$ cat src/rtl/cwc_pkg.sv
// Shared types, word codes and sizes for the Catalan word clock phrase block.
// Used by the front, the queue, the back and the top level; no dependencies.
package cwc_pkg;

  // Sizes of one phrase and the default queue depth
  localparam int unsigned MaxWords     = 12;
  localparam int unsigned QueueDepthDf = 2;

  // Time constants of the quarter-based scheme
  localparam logic [5:0] HalfQuarter      = 6'd7;
  localparam logic [5:0] Quarter          = 6'd15;
  localparam logic [5:0] HalfAfterQuarter = 6'd22;
  localparam logic [4:0] EveningStart     = 5'd21;
  localparam logic [4:0] HourOnePm        = 5'd13;
  localparam logic [4:0] HourEleven       = 5'd11;
  localparam logic [4:0] HourMax          = 5'd23;
  localparam logic [5:0] MinuteMax        = 6'd59;

  // Display word codes
  localparam logic [5:0] W_EN          = 6'd0;
  localparam logic [5:0] W_PUNT        = 6'd1;
  localparam logic [5:0] W_I_PASSEN    = 6'd2;
  localparam logic [5:0] W_PASSEN_N    = 6'd3;
  localparam logic [5:0] W_MINUT_P     = 6'd4;
  localparam logic [5:0] W_MINUTS_P    = 6'd5;
  localparam logic [5:0] W_MIG_QUART   = 6'd6;
  localparam logic [5:0] W_QUART       = 6'd7;
  localparam logic [5:0] W_FALTA       = 6'd8;
  localparam logic [5:0] W_MINUT_F     = 6'd9;
  localparam logic [5:0] W_LACK_PL     = 6'd10;
  localparam logic [5:0] W_MINUTS_F    = 6'd11;
  localparam logic [5:0] W_LACK_N      = 6'd12;
  localparam logic [5:0] W_PER         = 6'd13;
  localparam logic [5:0] W_A           = 6'd14;
  localparam logic [5:0] W_UN          = 6'd15;
  localparam logic [5:0] W_I_MIG       = 6'd16;
  localparam logic [5:0] W_MIG         = 6'd17;
  localparam logic [5:0] W_DOS         = 6'd18;
  localparam logic [5:0] W_QUARTERS    = 6'd19;
  localparam logic [5:0] W_TRES        = 6'd20;
  localparam logic [5:0] W_HOUR        = 6'd21;
  localparam logic [5:0] W_DEL         = 6'd22;
  localparam logic [5:0] W_MATI        = 6'd23;
  localparam logic [5:0] W_NOON        = 6'd24;
  localparam logic [5:0] W_DE_DAY      = 6'd25;
  localparam logic [5:0] W_LA_DAY      = 6'd26;
  localparam logic [5:0] W_TARDA       = 6'd27;
  localparam logic [5:0] W_NIT         = 6'd28;
  localparam logic [5:0] W_DU          = 6'd29;
  localparam logic [5:0] W_DO          = 6'd30;
  localparam logic [5:0] W_DE_HOUR     = 6'd31;
  localparam logic [5:0] W_LA          = 6'd32;
  localparam logic [5:0] W_LES         = 6'd33;
  localparam logic [5:0] W_ES          = 6'd34;
  localparam logic [5:0] W_SON         = 6'd35;

  // One display word
  typedef struct packed {
    logic [5:0] code;
    logic [3:0] idx;
  } word_t;

  // One classified phrase: its words and how many are used
  typedef struct packed {
    word_t [MaxWords-1:0] words;
    logic  [3:0]          nwords;
  } phrase_t;

  // Queue status toward front and back
  typedef struct packed {
    logic full;
    logic empty;
  } q_status_t;

endpackage

$ cat src/rtl/cwc_queue.sv
// Short phrase queue between the front end and the word sequencer.
// Depends on cwc_pkg for the phrase and status types.
module cwc_queue #(
  parameter int unsigned Depth = cwc_pkg::QueueDepthDf
) (
  input  logic                 clk_i,
  input  logic                 rst_ni,
  input  logic                 push_i,
  input  cwc_pkg::phrase_t     push_data_i,
  input  logic                 pop_i,
  output cwc_pkg::phrase_t     head_o,
  output cwc_pkg::q_status_t   status_o
);

  localparam int unsigned PtrW = (Depth > 1) ? $clog2(Depth) : 1;
  localparam int unsigned CntW = $clog2(Depth + 1);

  cwc_pkg::phrase_t entries_q [Depth];
  logic [PtrW-1:0]  wr_ptr_q, wr_ptr_d;
  logic [PtrW-1:0]  rd_ptr_q, rd_ptr_d;
  logic [CntW-1:0]  count_q, count_d;

  assign status_o.full  = (count_q == CntW'(Depth));
  assign status_o.empty = (count_q == '0);
  assign head_o         = entries_q[rd_ptr_q];

  // Advance pointers and track the fill level
  always_comb begin
    wr_ptr_d = wr_ptr_q;
    rd_ptr_d = rd_ptr_q;
    count_d  = count_q;
    if (push_i) begin
      wr_ptr_d = (wr_ptr_q == PtrW'(Depth - 1)) ? '0 : wr_ptr_q + PtrW'(1);
    end
    if (pop_i) begin
      rd_ptr_d = (rd_ptr_q == PtrW'(Depth - 1)) ? '0 : rd_ptr_q + PtrW'(1);
    end
    if (push_i && !pop_i) begin
      count_d = count_q + CntW'(1);
    end else if (pop_i && !push_i) begin
      count_d = count_q - CntW'(1);
    end
  end

  always_ff @(posedge clk_i or negedge rst_ni) begin
    if (!rst_ni) begin
      wr_ptr_q <= '0;
      rd_ptr_q <= '0;
      count_q  <= '0;
    end else begin
      wr_ptr_q <= wr_ptr_d;
      rd_ptr_q <= rd_ptr_d;
      count_q  <= count_d;
    end
  end

  // Store the pushed phrase
  always_ff @(posedge clk_i) begin
    if (push_i) begin
      entries_q[wr_ptr_q] <= push_data_i;
    end
  end

endmodule

$ cat config.mk
export PLATFORM = sky130hd
export DESIGN_NAME = cwc_queue
export DESIGN_NICKNAME = d
export VERILOG_FILES = /design/src/rtl/cwc_pkg.sv /design/src/rtl/cwc_queue.sv
export SDC_FILE = /design/constraint.sdc
export NUM_CORES = 1
export LEC_CHECK = 0
export BUFFER_PORTS_ARGS = -buffer_cell sky130_fd_sc_hd__clkbuf_2
export CORE_UTILIZATION = 45
export CTS_CLUSTER_DIAMETER = 120
export CTS_CLUSTER_SIZE = 28
export DETAILED_ROUTE_END_ITERATION = 8
export GPL_TIMING_DRIVEN = 1
export PLACE_DENSITY = 0.7
export REMOVE_ABC_BUFFERS = 1
export SLEW_MARGIN = 30
export SYNTH_ARGS = -nofsm -noshare
export SYNTH_HDL_FRONTEND = slang
export SYNTH_SLANG_ARGS = --single-unit
$ cat constraint.sdc
create_clock -name clk_i -period 19.8 [get_ports clk_i]
set_input_delay 3.96 -clock clk_i [delete_from_list [all_inputs] [get_ports clk_i]]
set_output_delay 3.96 -clock clk_i [all_outputs]
set_load 0.03 [all_outputs]
# Word level (Yosys, flattened, before mapping)
# Memory sizes are Yosys's and may differ from the RTL's.
# Index checks and enable logic that the tools add are counted.
# W data, S select, Z words.
dict set report totals {
  regBits 4
  ramBits 248
  wordCells 21
  mem_count 1
}
dict set report classes {
  addsub 4
  n_eq_ne 1
  muxes 6
  reduce_logical 6
}
# memory words width rd rd_clocked_by_memory_dff write_ports line
set mem_list {}
lappend mem_list {entries_q 2 124 1 0 1 cwc_queue.sv:18} ;# cwc_pkg::phrase_t entries_q [Depth];
# cell count
set op_table {}
lappend op_table {{$mux W1} 4}
lappend op_table {{$mux W2} 2}
lappend op_table {{$add A1 B1 Y1 const B} 2}
lappend op_table {{$add A2 B1 Y2 const B} 1}
lappend op_table {{$eq A2 B2 Y1 const B} 1}
lappend op_table {{$logic_and A1 B1 Y1} 2}
lappend op_table {{$logic_not A1 Y1} 2}
lappend op_table {{$logic_not A2 Y1} 1}
lappend op_table {{$reduce_bool A2 Y1} 1}
lappend op_table {{$sub A2 B1 Y2 const B} 1}

# Depth between registers and ports, before layout
dict set report logic_depth {
  ltp_word 4
  mapped_depth 5
}

# Least setup slack after synthesis
# No wires, ideal clock.
dict set report synth_path {
  path_type {in2reg}
  startpoint {in push_i}
  endpoint {mem entries_q[0][0] (netlist bit) (enable)}
  setup_ns 0.623
  arrival_ns 9.337
  setup_slack_ns 9.839
  path_stages 1
  cell_sequence {nor2b_1}
}
dict set report synth_between {
  elab_chain_len 2
}
# element line
set synth_rtl {}
lappend synth_rtl {{from (decl)} cwc_queue.sv:8} ;# input logic push_i,
lappend synth_rtl {{$mux W1} cwc_queue.sv:59} ;# if (push_i) begin
lappend synth_rtl {{$mux W1 (implied by the code)} cwc_queue.sv:60} ;# entries_q[wr_ptr_q] <= push_data_i;
lappend synth_rtl {{to (decl)} cwc_queue.sv:18}
# Every way passes these cells.

==> results_dict.tcl <==
set metrics [dict create \
    wl_um 16000 \
    cts_hold_buf 0 \
    cp_num_buf_inv 2 \
    fin_setup_tns_ps 0 \
    cts_sinks 252 \
    peakVddDrop_uv 90.4 \
    powerDensity_nw_per_um2 147 \
    ant_nets 0 \
    cpMaxStageDelayCell "dfrtp_4" \
    setup_viol_count_final 0 \
    fin_util_pct 55.2 \
    fin_crit_sh_pct 34.1 \
    final_area_um2 11200 \
    hpwlAfterDp_um 10800 \
    synth-edff-count 248 \
    yosysWarningCount 0 \
    run_status "completed" \
    antenna_cells 0 \
    cts_tree "done" \
    die_x_um 146 \
    cts_root_buffer "clkbuf_16" \
    num_rows 52 \
    final_layout_size_suffix_gt1_share_pct 60.1 \
    netlist_area_um2 9330 \
    grt_overflow 0 \
    crit_chain "buf_6, mux2_2, clkbuf_2" \
    drc_errors 0 \
    p_leak_uw 0.00436 \
    ys_seq_area_share_pct 80.9 \
    crit_arrival_ps 2790 \
    async_flop_share_pct 1.59 \
    io_buffers 253 \
    synth_top_area_share_pct 79.8 \
    hold_class "flip-flop to flip-flop" \
    critPathMaxStageDelay_ps 950 \
    postSynthCellCount 402 \
    area.growth.synth_to_final_pct 20.1 \
    start_util_pct 46.0 \
    grt_max_degree 72 \
    hold_viol 0 \
    fp.coreArea_um2 20300 \
    yosysMostFrequentCell "edfxtp_1" \
    rsz0062_at_grt "no" \
    ys_types 13 \
    avgSynthCellArea_um2 23.2 \
    hold_ws_ps 510 \
    insertion_delay_ps 470 \
    die_height_um 146 \
    grt_pass1_wl_um 25000 \
    clk_pin_slew_ps 100 \
    dp.cells 915 \
    fmaxAchievable_mhz 148 \
    synth_top_cell_by_area "edfxtp_1" \
    slew_headroom_pct 38.0 \
    place_area_um2 10900 \
    place_congestion 0.742 \
    first_global_vias 4873 \
    start_kind "flip-flop" \
    antenna_found_initial 0 \
    crit_type "flip-flop to output pin" \
    grtUsageTotal_pct 14.8 \
    synth-seq-cells 252 \
    drv_cap 0 \
    drt_iter0_markers 152 \
    fin_nets 788 \
    critPathTopFamily "flip-flops" \
    critical_path.max_fanout 71 \
    vias_per_cell 4.80 \
    slew_viol_final 0 \
    cp.required_ps 15840 \
    synth_common_cells "edfxtp_1, mux2_2, mux2_4, buf_2, buf_6" \
    fin_crit_ps 6750 \
    instances_no_fill 931 \
    ys.flop_type "edfxtp_1" \
    dr.pass1.iters 4 \
    cts_resized 0 \
    fill_cells 1641 \
    cts_buffer_depth 3 \
    wl_per_cell_um 17.2 \
    skew_ps 18.4 \
    die-area_um2 21300 \
    vias 4468 \
    cp-end-kind "output pin" \
    ys_top_cells_by_area "edfxtp_1, mux2_2, mux2_4" \
    worstMarginPinSlew_ps 929 \
    postCtsSetupBuffers 0 \
    ios 254 \
    cts_buffers 12 \
    cts.htree.levels 1 \
]
[flip-flops by register name, summed over array words and instances, names as in the netlist]
signal,flops
count_q,2
wr_ptr_q,1
entries_q,248
rd_ptr_q,1
[power by group]
part | switching, µW | internal (µW) | leakage (µW) | total (µW)
Combinational | 396 | 229 | 0.00183 | 625
Sequential | 47.1 | 708 | 0.00237 | 755
Clock | 146 | 120 | 0.000164 | 267
Total | 589 | 1060 | 0.00436 | 1650
[final timing paths]
| path | startpoint | to | slack [ps] | cells after the start |
|---|---|---|---|---|
| max in group asynchronous | rst_ni | rd_ptr_q | 16370 | 1 |
| worst max-delay path | rd_ptr_q | head_o[37] | 13050 | 3 |
| worst min-delay path | count_q[1] | count_q[1] | 510 | 1 |
| min in group asynchronous | rst_ni | count_q[1] | 3290 | 1 |
| worst max register to register | wr_ptr_q | entries_q[0][72] | 17390 | 3 |
| worst min register to register | count_q[1] | count_q[1] | 510 | 1 |
[metal layers]
| layer | GRT usage (%) | part of all wire (%) |
|---|---|---|
| met1 | 17.5 | 40 |
| met2 | 26.6 | 51 |
| met4 | 3.91 | 2.0 |
| met5 | 0 | 0 |
| met3 | 4.14 | 7.3 |
[placed cells by master (no fill, tap or decap), drive strengths merged]
cell / count
xor2: 4
buf: 4
edfxtp: 248
xnor2: 1
nor2b: 2
ha: 1
dfrtp: 4
mux2: 124
and2: 1
clkbuf: 269
nor2: 2
inv: 1
[logic make-up (layout without fill, tap and decap cells)]
logic type	after synthesis	in the layout	share of synthesized area, %
multiplexers	124	124	17.0
buffers and inverters	15	274	1.26
flip-flops	252	252	80.9
adder cells (fa/ha/maj)	1	1	0.134
AND/OR/NAND/NOR	5	5	0.282
XOR/XNOR	5	5	0.469
[stage by stage]
stage	setup WS, ps	total power, µW
after global placement	13270	1390
final	13050	1650
after detailed placement	13500	1400
after floorplan	9840	1270
after global routing	12870	1720
after CTS	12980	1670
[layout make-up]
class / count / area (µm²) / area share [%]
inverter: 1 / 3.75 / 0.0335
tap: 270 / 338 / 3.01
multi-input combinational: 135 / 1680 / 15.0
timing repair buffer: 257 / 1300 / 11.6
sequential: 252 / 7550 / 67.4
clock buffer: 16 / 337 / 3.00
Note: power is estimated with default switching activity, not from simulation.
