===== config.mk =====
export PLATFORM = sky130hd
export DESIGN_NAME = cwc_back
export DESIGN_NICKNAME = d
export VERILOG_FILES = /design/src/rtl/cwc_pkg.sv /design/src/rtl/cwc_back.sv
export SDC_FILE = /design/constraint.sdc
export NUM_CORES = 1
export LEC_CHECK = 0
export BUFFER_PORTS_ARGS = -buffer_cell sky130_fd_sc_hd__buf_2
export CELL_PAD_IN_SITES_DETAIL_PLACEMENT = 1
export CELL_PAD_IN_SITES_GLOBAL_PLACEMENT = 1
export CORE_MARGIN = 4
export CORE_UTILIZATION = 30
export DETAILED_ROUTE_END_ITERATION = 7
export MAX_ROUTING_LAYER = met4
export PLACE_DENSITY_LB_ADDON = 0.05
export SETUP_SLACK_MARGIN = 0.5
export SLEW_MARGIN = 5
export SYNTH_ARGS = -nofsm -noshare
export SYNTH_HDL_FRONTEND = slang
export SYNTH_SLANG_ARGS = --single-unit

===== constraint.sdc =====
create_clock -name clk_i -period 3.85 [get_ports clk_i]
set_input_delay 0.5775 -clock clk_i [delete_from_list [all_inputs] [get_ports clk_i]]
set_output_delay 0.5775 -clock clk_i [all_outputs]
set_load 0.01 [all_outputs]

===== src/rtl/cwc_pkg.sv =====
// Shared types, word codes and sizes for the Catalan word clock phrase block.
// Used by the front, the queue, the back and the top level; no dependencies.
package cwc_pkg;

  // Sizes of one phrase and the default queue depth
  localparam int unsigned MaxWords     = 12;
  localparam int unsigned QueueDepthDf = 2;

  // Time constants of the quarter-based scheme
  localparam logic [5:0] HalfQuarter      = 6'd7;
  localparam logic [5:0] Quarter          = 6'd15;
  localparam logic [5:0] HalfAfterQuarter = 6'd22;
  localparam logic [4:0] EveningStart     = 5'd21;
  localparam logic [4:0] HourOnePm        = 5'd13;
  localparam logic [4:0] HourEleven       = 5'd11;
  localparam logic [4:0] HourMax          = 5'd23;
  localparam logic [5:0] MinuteMax        = 6'd59;

  // Display word codes
  localparam logic [5:0] W_EN          = 6'd0;
  localparam logic [5:0] W_PUNT        = 6'd1;
  localparam logic [5:0] W_I_PASSEN    = 6'd2;
  localparam logic [5:0] W_PASSEN_N    = 6'd3;
  localparam logic [5:0] W_MINUT_P     = 6'd4;
  localparam logic [5:0] W_MINUTS_P    = 6'd5;
  localparam logic [5:0] W_MIG_QUART   = 6'd6;
  localparam logic [5:0] W_QUART       = 6'd7;
  localparam logic [5:0] W_FALTA       = 6'd8;
  localparam logic [5:0] W_MINUT_F     = 6'd9;
  localparam logic [5:0] W_LACK_PL     = 6'd10;
  localparam logic [5:0] W_MINUTS_F    = 6'd11;
  localparam logic [5:0] W_LACK_N      = 6'd12;
  localparam logic [5:0] W_PER         = 6'd13;
  localparam logic [5:0] W_A           = 6'd14;
  localparam logic [5:0] W_UN          = 6'd15;
  localparam logic [5:0] W_I_MIG       = 6'd16;
  localparam logic [5:0] W_MIG         = 6'd17;
  localparam logic [5:0] W_DOS         = 6'd18;
  localparam logic [5:0] W_QUARTERS    = 6'd19;
  localparam logic [5:0] W_TRES        = 6'd20;
  localparam logic [5:0] W_HOUR        = 6'd21;
  localparam logic [5:0] W_DEL         = 6'd22;
  localparam logic [5:0] W_MATI        = 6'd23;
  localparam logic [5:0] W_NOON        = 6'd24;
  localparam logic [5:0] W_DE_DAY      = 6'd25;
  localparam logic [5:0] W_LA_DAY      = 6'd26;
  localparam logic [5:0] W_TARDA       = 6'd27;
  localparam logic [5:0] W_NIT         = 6'd28;
  localparam logic [5:0] W_DU          = 6'd29;
  localparam logic [5:0] W_DO          = 6'd30;
  localparam logic [5:0] W_DE_HOUR     = 6'd31;
  localparam logic [5:0] W_LA          = 6'd32;
  localparam logic [5:0] W_LES         = 6'd33;
  localparam logic [5:0] W_ES          = 6'd34;
  localparam logic [5:0] W_SON         = 6'd35;

  // One display word
  typedef struct packed {
    logic [5:0] code;
    logic [3:0] idx;
  } word_t;

  // One classified phrase: its words and how many are used
  typedef struct packed {
    word_t [MaxWords-1:0] words;
    logic  [3:0]          nwords;
  } phrase_t;

  // Queue status toward front and back
  typedef struct packed {
    logic full;
    logic empty;
  } q_status_t;

endpackage


===== src/rtl/cwc_back.sv =====
// Back end: steps through the head phrase and sends one word per cycle while not stalled.
// Depends on cwc_pkg for the phrase and status types.
module cwc_back (
  input  logic               clk_i,
  input  logic               rst_ni,
  input  cwc_pkg::phrase_t   head_i,
  input  cwc_pkg::q_status_t status_i,
  output logic               pop_o,
  output logic               out_valid_o,
  input  logic               out_stall_i,
  output logic [5:0]         word_code_o,
  output logic [3:0]         word_index_o,
  output logic               last_word_o
);

  logic [3:0] pos_q, pos_d;
  logic       valid_q, valid_d;
  logic       load;
  logic       is_last;
  logic [5:0] code_q;
  logic [3:0] idx_q;
  logic       last_q;

  assign load    = !valid_q || !out_stall_i;
  assign is_last = (pos_q == head_i.nwords - 4'd1);
  assign pop_o   = load && !status_i.empty && is_last;

  // Advance the word position and the output valid
  always_comb begin
    pos_d   = pos_q;
    valid_d = valid_q;
    if (load) begin
      valid_d = !status_i.empty;
      if (!status_i.empty) begin
        pos_d = is_last ? 4'd0 : pos_q + 4'd1;
      end
    end
  end

  always_ff @(posedge clk_i or negedge rst_ni) begin
    if (!rst_ni) begin
      pos_q   <= '0;
      valid_q <= 1'b0;
    end else begin
      pos_q   <= pos_d;
      valid_q <= valid_d;
    end
  end

  // Load the output word register; hold it while stalled
  always_ff @(posedge clk_i) begin
    if (load && !status_i.empty) begin
      code_q <= head_i.words[pos_q].code;
      idx_q  <= head_i.words[pos_q].idx;
      last_q <= is_last;
    end
  end

  assign out_valid_o  = valid_q;
  assign word_code_o  = code_q;
  assign word_index_o = idx_q;
  assign last_word_o  = last_q;

endmodule


# Word-level counts from Yosys, hierarchy flattened
# Index checks and enable logic that the tools add are counted.
dict set report word_totals {
  wordCells 20
  output_inout_bits 13
  reg_bits 16
}
dict set report op_classes {
  n_addsub 2
  reduce_logical 7
  magnitude_cmp 1
  eq_ne 1
  bitwise_logic 1
  mux 3
}
# cell n
set op_table {}
lappend op_table {{binary-select mux 10 bit (select 4 bit)} 1}
lappend op_table {{two-way mux 10 bit} 1}
lappend op_table {{< comparator 4 x 5 -> 1 bit (second input constant)} 1}
lappend op_table {{adder 4 x 1 -> 4 bit (second input constant)} 1}
lappend op_table {{equality test 4 bit} 1}
lappend op_table {{two-way mux 4 bit} 1}
lappend op_table {{subtractor 4 x 1 -> 4 bit (second input constant)} 1}
lappend op_table {{logical NOT 1 bit} 3}
lappend op_table {{logical AND 1 bit} 2}
lappend op_table {{AND reduction 2 bit} 1}
lappend op_table {{logical OR 1 bit} 1}
lappend op_table {{inverter 1 bit} 1}

# Logic depth before layout (Yosys ltp)
# Gate-level depths: netlist (run 1).
dict set report depth {
  ltp_word 4
  ltp_mapped 7
  mapped_depth_nobuf 6
}

# Worst setup path after synthesis (run 1)
# OpenSTA, ideal clock, no wires.
dict set report synth_timing {
  kind {input-to-output}
  start {in head_i[0] (netlist bit)}
  end {out pop_o}
  slack_ns 1.802
  t_required_ns 3.273
  stages 5
  n_path_buf 0
  arrival_time_ns 1.470
  path_cell_list {inv_1 > ha_1 > xnor3_1 > nand3_1 > nor3_2}
}
dict set report synth_via {
  elab_chain_len 3
}
# item line
set synth_lines {}
lappend synth_lines {{from (decl)} cwc_back.sv:6} ;# input cwc_pkg::phrase_t head_i,
lappend synth_lines {{subtractor 4 x 1 -> 4 bit} cwc_back.sv:25} ;# assign is_last = (pos_q == head_i.nwords - 4'd1);
lappend synth_lines {{equality test 4 bit} cwc_back.sv:25}
lappend synth_lines {{logical AND 1 bit} cwc_back.sv:26} ;# assign pop_o = load && !status_i.empty && is_last;
lappend synth_lines {{to (decl)} cwc_back.sv:8} ;# output logic pop_o,
# Every way passes these cells.

# Final worst setup path (run 1)
dict set report layout_timing {
  start {reg pos_q[0]}
  end {out pop_o}
}
dict set report layout_via {
  elab_chain_len 2
}
# item line
set layout_lines {}
lappend layout_lines {{from (decl)} cwc_back.sv:16} ;# logic [3:0] pos_q, pos_d;
lappend layout_lines {{from (signal assigned)} cwc_back.sv:45} ;# pos_q <= pos_d;
lappend layout_lines {{equality test 4 bit} cwc_back.sv:25}
lappend layout_lines {{logical AND 1 bit} cwc_back.sv:26}
# Every way passes these cells.

==> impl_metrics.tcl, run 1 <==
set metrics [dict create \
    numCtsBuffers 3 \
    cts_tree "yes" \
    place_hpwl_um 4890 \
    drv_cap 0 \
    drtAntennaViolNets 0 \
    synth_nets 275 \
    route.vias.total 1757 \
    synth_ff_type "edfxtp_1" \
    syn_area_um2 1710 \
    arrival_ps 1890 \
    final_layout_size_suffix_gt1_frac 0.606 \
    grt_pass1_vias 2010 \
    fmaxAchievable_mhz 405 \
    grt_max_degree 29 \
    drv_slew 0 \
    wl_um 5790 \
    status "complete, no violations" \
    rsz0062_at_grt "no" \
    period_minus_slack_ps 2470 \
    antenna_found_initial 0 \
    clock_skew_ps 1.24 \
    power.density_nw_per_um2 525 \
    hold_slack_ps 137 \
    antenna-diode-count 0 \
    critical_path_class "reg -> out" \
    ctsResizeCount 0 \
    synth.distinct_cells 29 \
    clk_latency_ps 240 \
    syn2layout_area_growth_pct 44.7 \
    die_x_um 83.6 \
    clockBufferDepth 2 \
    track_usage 0.172 \
    synthCells 144 \
    io_buffers 140 \
    path_clk_slew_ps 60 \
    placed_area_um2 2420 \
    gp_congestion 0.732 \
    fin_crit_sh 0.642 \
    setup_viol 0 \
    worstPathRequired_ps 3270 \
    synthTopCellsByCount "nand2_1, mux4_1, edfxtp_1" \
    cp_slowest_cell "dfrtp_2" \
    worstMarginPinSlew_ps 732 \
    design_area_um2 2480 \
    timing.setup.tns_ps 0 \
    drcViolationCount 0 \
    vdd_drop_max_uv 209 \
    drt_pass1_iterations 4 \
    die-area_um2 6990 \
    start_kind "register" \
    gr-total-overflow 0 \
    rows 27 \
    syn_area_per_cell_um2 11.9 \
    path_cells "xor2_1 -> nand3_1 -> nor3_2 -> buf_2" \
    cts_setup_buffers 0 \
    clockRootBuffer "clkbuf_8" \
    synth_area_leader_cell "edfxtp_1" \
    core_area_um2 5540 \
    synth_seq_cells 16 \
    routedWlPerCell_um 16.6 \
    max_stage_delay_ps 820 \
    hold_class "in -> async" \
    synth.most_common_cell "nand2_1" \
    max_slew_margin 0.511 \
    synth_area_leaders "edfxtp_1, mux4_1, mux4_2" \
    final_hold_viol_count 0 \
    p_leak_nw 1.21 \
    synth_edf_count 11 \
    grt_pass1_wl_um 9510 \
    synth_top_area_frac 0.193 \
    cts_hold_buf 0 \
    synthArstFlopShare 0.313 \
    clock_sink_count 16 \
    fin_nets 409 \
    drtIter0Drc 70 \
    critPathCaptureType "output port" \
    io_pins 142 \
    htree_num_levels 1 \
    final_core_util 0.448 \
    ys_warn_count 0 \
    via_per_inst 5.03 \
    dieHeight_um 83.6 \
    crit_fanout 27 \
    start_util 0.309 \
    yosysSeqAreaShare 0.266 \
]
[where the power goes]
group          switching (mW)  leakage (nW)  internal [mW]
combinational           0.359          1.01          0.416
sequential              0.110         0.165          0.272
clock                  0.0550        0.0288         0.0906
total                   0.524          1.21          0.778
[logic make-up after synthesis]
| logic type | count (synthesis) | share of synthesized area |
|---|---|---|
| AO/OA/AOI/OAI | 25 | 0.106 |
| XOR/XNOR | 5 | 0.0336 |
| adder cells (fa/ha/maj) | 2 | 0.0146 |
| buffers and inverters | 18 | 0.0715 |
| flip-flops | 16 | 0.266 |
| multiplexers | 40 | 0.413 |
| AND/OR/NAND/NOR | 38 | 0.0956 |
[worst paths after layout]
kind,start,to,slack (ps),cells past startpoint
worst max-delay path,pos_q[0],pop_o,1380,4
worst min-delay path,rst_ni,out_valid_o,140,1
worst max register to register,pos_q[1],word_code_o[4],1730,4
worst min register to register,out_valid_o,out_valid_o,500,2
max in group asynchronous,rst_ni,pos_q[0],3570,1
min in group clk_i,status_i[0],out_valid_o,490,2
[final cells by class]
class                           count  area (um^2)
Sequential cell                    16          457
Inverter                            3         11.3
Multi-Input combinational cell    110         1140
Tap cell                           72         90.1
Clock buffer                        4         55.1
Timing Repair Buffer              144          731
Fill cell                         687         3060
[state kept, by name (all words and copies together) (netlist names)]
register and count:
last_word_o 1, out_valid_o 1, word_index_o 4, pos_q 4, word_code_o 6
[layout by cell type, fill, tap and decap left out, drive strengths merged]
cell type	instances
nand2b	2
dfrtp	5
nand2	23
nor3	4
xnor2	2
a31oi	10
buf	144
a211oi	1
o221ai	10
clkbuf	4
inv	3
xnor3	1
nand3	3
xor2	2
mux2i	10
a41oi	1
o21ai	3
edfxtp	11
nor2b	1
nor2	5
mux2	10
mux4	20
ha	2
[through the flow]
step | worst slack (ps) | total power, mW | cells
after floorplan | 1800 | 0.973 | 144
after global placement | 1470 | 1.17 | 345
after detailed placement | 1440 | 1.18 | 345
after CTS | 1340 | 1.32 | 349
after global routing | 1240 | 1.43 | 349
final | 1380 | 1.30 | 349
[worst max-delay path, delay by kind of cell (launching register included)]
kind                   cells  cell delay, ps
AND/OR/NAND/NOR            2             450
buffers and inverters      1             190
flip-flops                 1             820
XOR/XNOR                   1             190
[per-layer routing]
layer | vias to the layer above | wire (um) | GRT usage
met5 | - | 0 | -
met4 | 0 | 26 | 0.0307
met3 | 2 | 403 | 0.0306
met2 | 77 | 2880 | 0.289
met1 | 825 | 2470 | 0.220
li1 | 853 | - | -
(Power assumes the default switching activity.)
==> run 2: changes to the inputs <==
--- a/config.mk
+++ b/config.mk
@@ -9,7 +9,7 @@
 export CELL_PAD_IN_SITES_DETAIL_PLACEMENT = 1
 export CELL_PAD_IN_SITES_GLOBAL_PLACEMENT = 1
 export CORE_MARGIN = 4
-export CORE_UTILIZATION = 30
+export CORE_UTILIZATION = 25
 export DETAILED_ROUTE_END_ITERATION = 7
 export MAX_ROUTING_LAYER = met4
 export PLACE_DENSITY_LB_ADDON = 0.05
==> constraint.sdc (replaced) <==
create_clock -name clk_i -period 2.2 [get_ports clk_i]
set_input_delay 0.33 -clock clk_i [delete_from_list [all_inputs] [get_ports clk_i]]
set_output_delay 0.33 -clock clk_i [all_outputs]
set_load 0.01 [all_outputs]
==> impl_metrics.tcl, run 2 (synthesized netlist as in run 1, its figures left out) <==
set metrics [dict create \
    status "complete, no violations" \
    critical_path_class "reg -> out" \
    path_clk_slew_ps 70 \
    antenna_found_initial 0 \
    route.vias.total 1872 \
    internal-power_mw 1.60 \
    drtIter0Drc 59 \
    met1_usage 0.203 \
    path_cells "xor2_2 -> nand3_2 -> nor3_4 -> buf_2" \
    worstPathRequired_ps 1870 \
    fin_ws_ps 414 \
    pre_cts_slack_ps 275 \
    period_minus_slack_ps 1790 \
    wl_um 6700 \
    gp_congestion 0.718 \
    power.density_nw_per_um2 968 \
    clock_skew_ps 2.53 \
    grt_util_met2 0.270 \
    ff2ff_path_depth 4 \
    drcViolationCount 0 \
    fin_nets 430 \
    clockRootBuffer "clkbuf_8" \
    place_hpwl_um 5580 \
    start_kind "register" \
    die-area_um2 8250 \
    core_area_um2 6490 \
    htree_num_levels 1 \
    gr-total-overflow 0 \
    switching_share 0.393 \
    final_common_cell "buf_2" \
    power_frac_clock 0.102 \
    antenna-diode-count 0 \
    switchingPower_mw 1.04 \
    start_util 0.264 \
    max_stage_delay_ps 570 \
    routedWlPerCell_um 17.9 \
    hold_start "status_i[0]" \
    grt_pass1_wl_um 10300 \
    grt_max_degree 28 \
    io_buffers 140 \
    final_hold_viol_count 0 \
    p_seq_frac 0.214 \
    drv_cap 0 \
    largest_register_ffs 6 \
    clock_sink_count 16 \
    fmaxAchievable_mhz 560 \
    rr_endpoint "word_code_o[5]" \
    rsz0062_at_grt "yes" \
    worstReg2RegStart "pos_q[0]" \
    busiest_layer "met2" \
    grt_pass1_vias 2023 \
    comb_power_share 0.684 \
    gr-usage-met3 0.0383 \
    setup_viol 0 \
    rows 29 \
    timing.setup.tns_ps 0 \
    cp_slowest_cell "dfrtp_4" \
    numCtsBuffers 3 \
    drv_slew 0 \
    worstMarginPinSlew_ps 550 \
    final_layout_size_suffix_gt1_frac 0.661 \
    drtAntennaViolNets 0 \
    vdd_drop_max_uv 278 \
    max_slew_margin 0.633 \
    syn2layout_area_growth_pct 59.3 \
    crit_fanout 8 \
    drt_pass1_iterations 4 \
    ff2ff_setup_slack_ps 410 \
    via_per_inst 4.99 \
    io_pins 142 \
    hold_end "out_valid_o" \
    fin_crit_sh 0.812 \
    arrival_ps 1460 \
    track_usage 0.163 \
    whs_path_depth 2 \
    layout_common_cells "buf_2, nand2_1, buf_4" \
    dieHeight_um 90.8 \
    p_leak_nw 1.33 \
    hold_class "in -> reg" \
    clockBufferDepth 2 \
    clk_latency_ps 250 \
    cts_tree "yes" \
    final_core_util 0.421 \
    die_x_um 90.8 \
    critPathCaptureType "output port" \
]
-- run 2: how the worst max path moves through the flow --
stage | start | to | cells past startpoint
2_1_floorplan | pos_q[0] | word_code_o[2] | 5
3_3_place_gp | pos_q[0] | word_index_o[0] | 4
3_5_place_dp | head_i[0] | pop_o | 7
4_1_cts | pos_q[0] | word_index_o[0] | 4
5_1_grt | pos_q[0] | word_index_o[3] | 4
6_report | pos_q[0] | pop_o | 4
-- run 2: area by class of cell --
type / count / area, um^2
multi-input cells: 110 / 1170
flip-flops and latches: 16 / 460
inverters: 3 / 11.3
fillers: 799 / 3760
clock buffers: 4 / 55.1
repair buffers: 165 / 940
well taps: 77 / 96.3
-- run 2: repair_timing --
item | CTS | global route
hold buffers | 1 | 0
gates resized for setup | 7 | 8
hold endpoints to repair | 5 | 0
pin swaps | 2 | 4
setup buffers | 8 | 6
endpoints found under the setup margin | 11 | 11
-- run 2: through the flow --
stage          hold slack (ps)  power (mW)  instance area [um^2]  std cells
2_1_floorplan             34.4        1.70                  1710        144
3_3_place_gp               156        2.17                  2500        356
3_5_place_dp               155        2.18                  2500        356
4_1_cts                    225        2.58                  2650        369
5_1_grt                    222        2.88                  2730        375
6_report                   230        2.65                  2730        375
-- run 2: layer usage --
metal	vias up	part of all wire
met2	91	0.49
met1	881	0.42
met4	0	0.0082
li1	896	-
met5	-	0
met3	4	0.078
-- run 2: worst max-delay path: cells and delay by family, from the launching register on --
kind / cells / cell delay, ps
DFF: 1 / 570
and+or+nand+nor: 2 / 330
buffers and inverters: 1 / 150
xor gates and xnor gates: 1 / 160
-- run 2: power groups by stage --
| stage | clock network (mW) | logic (mW) | registers, mW |
|---|---|---|---|
| 6_report | 0.271 | 1.81 | 0.565 |
| 5_1_grt | 0.296 | 2.00 | 0.581 |
| 4_1_cts | 0.280 | 1.73 | 0.575 |
| 3_5_place_dp | 0 | 1.60 | 0.582 |
| 3_3_place_gp | 0 | 1.59 | 0.581 |
| 2_1_floorplan | 0 | 1.15 | 0.557 |
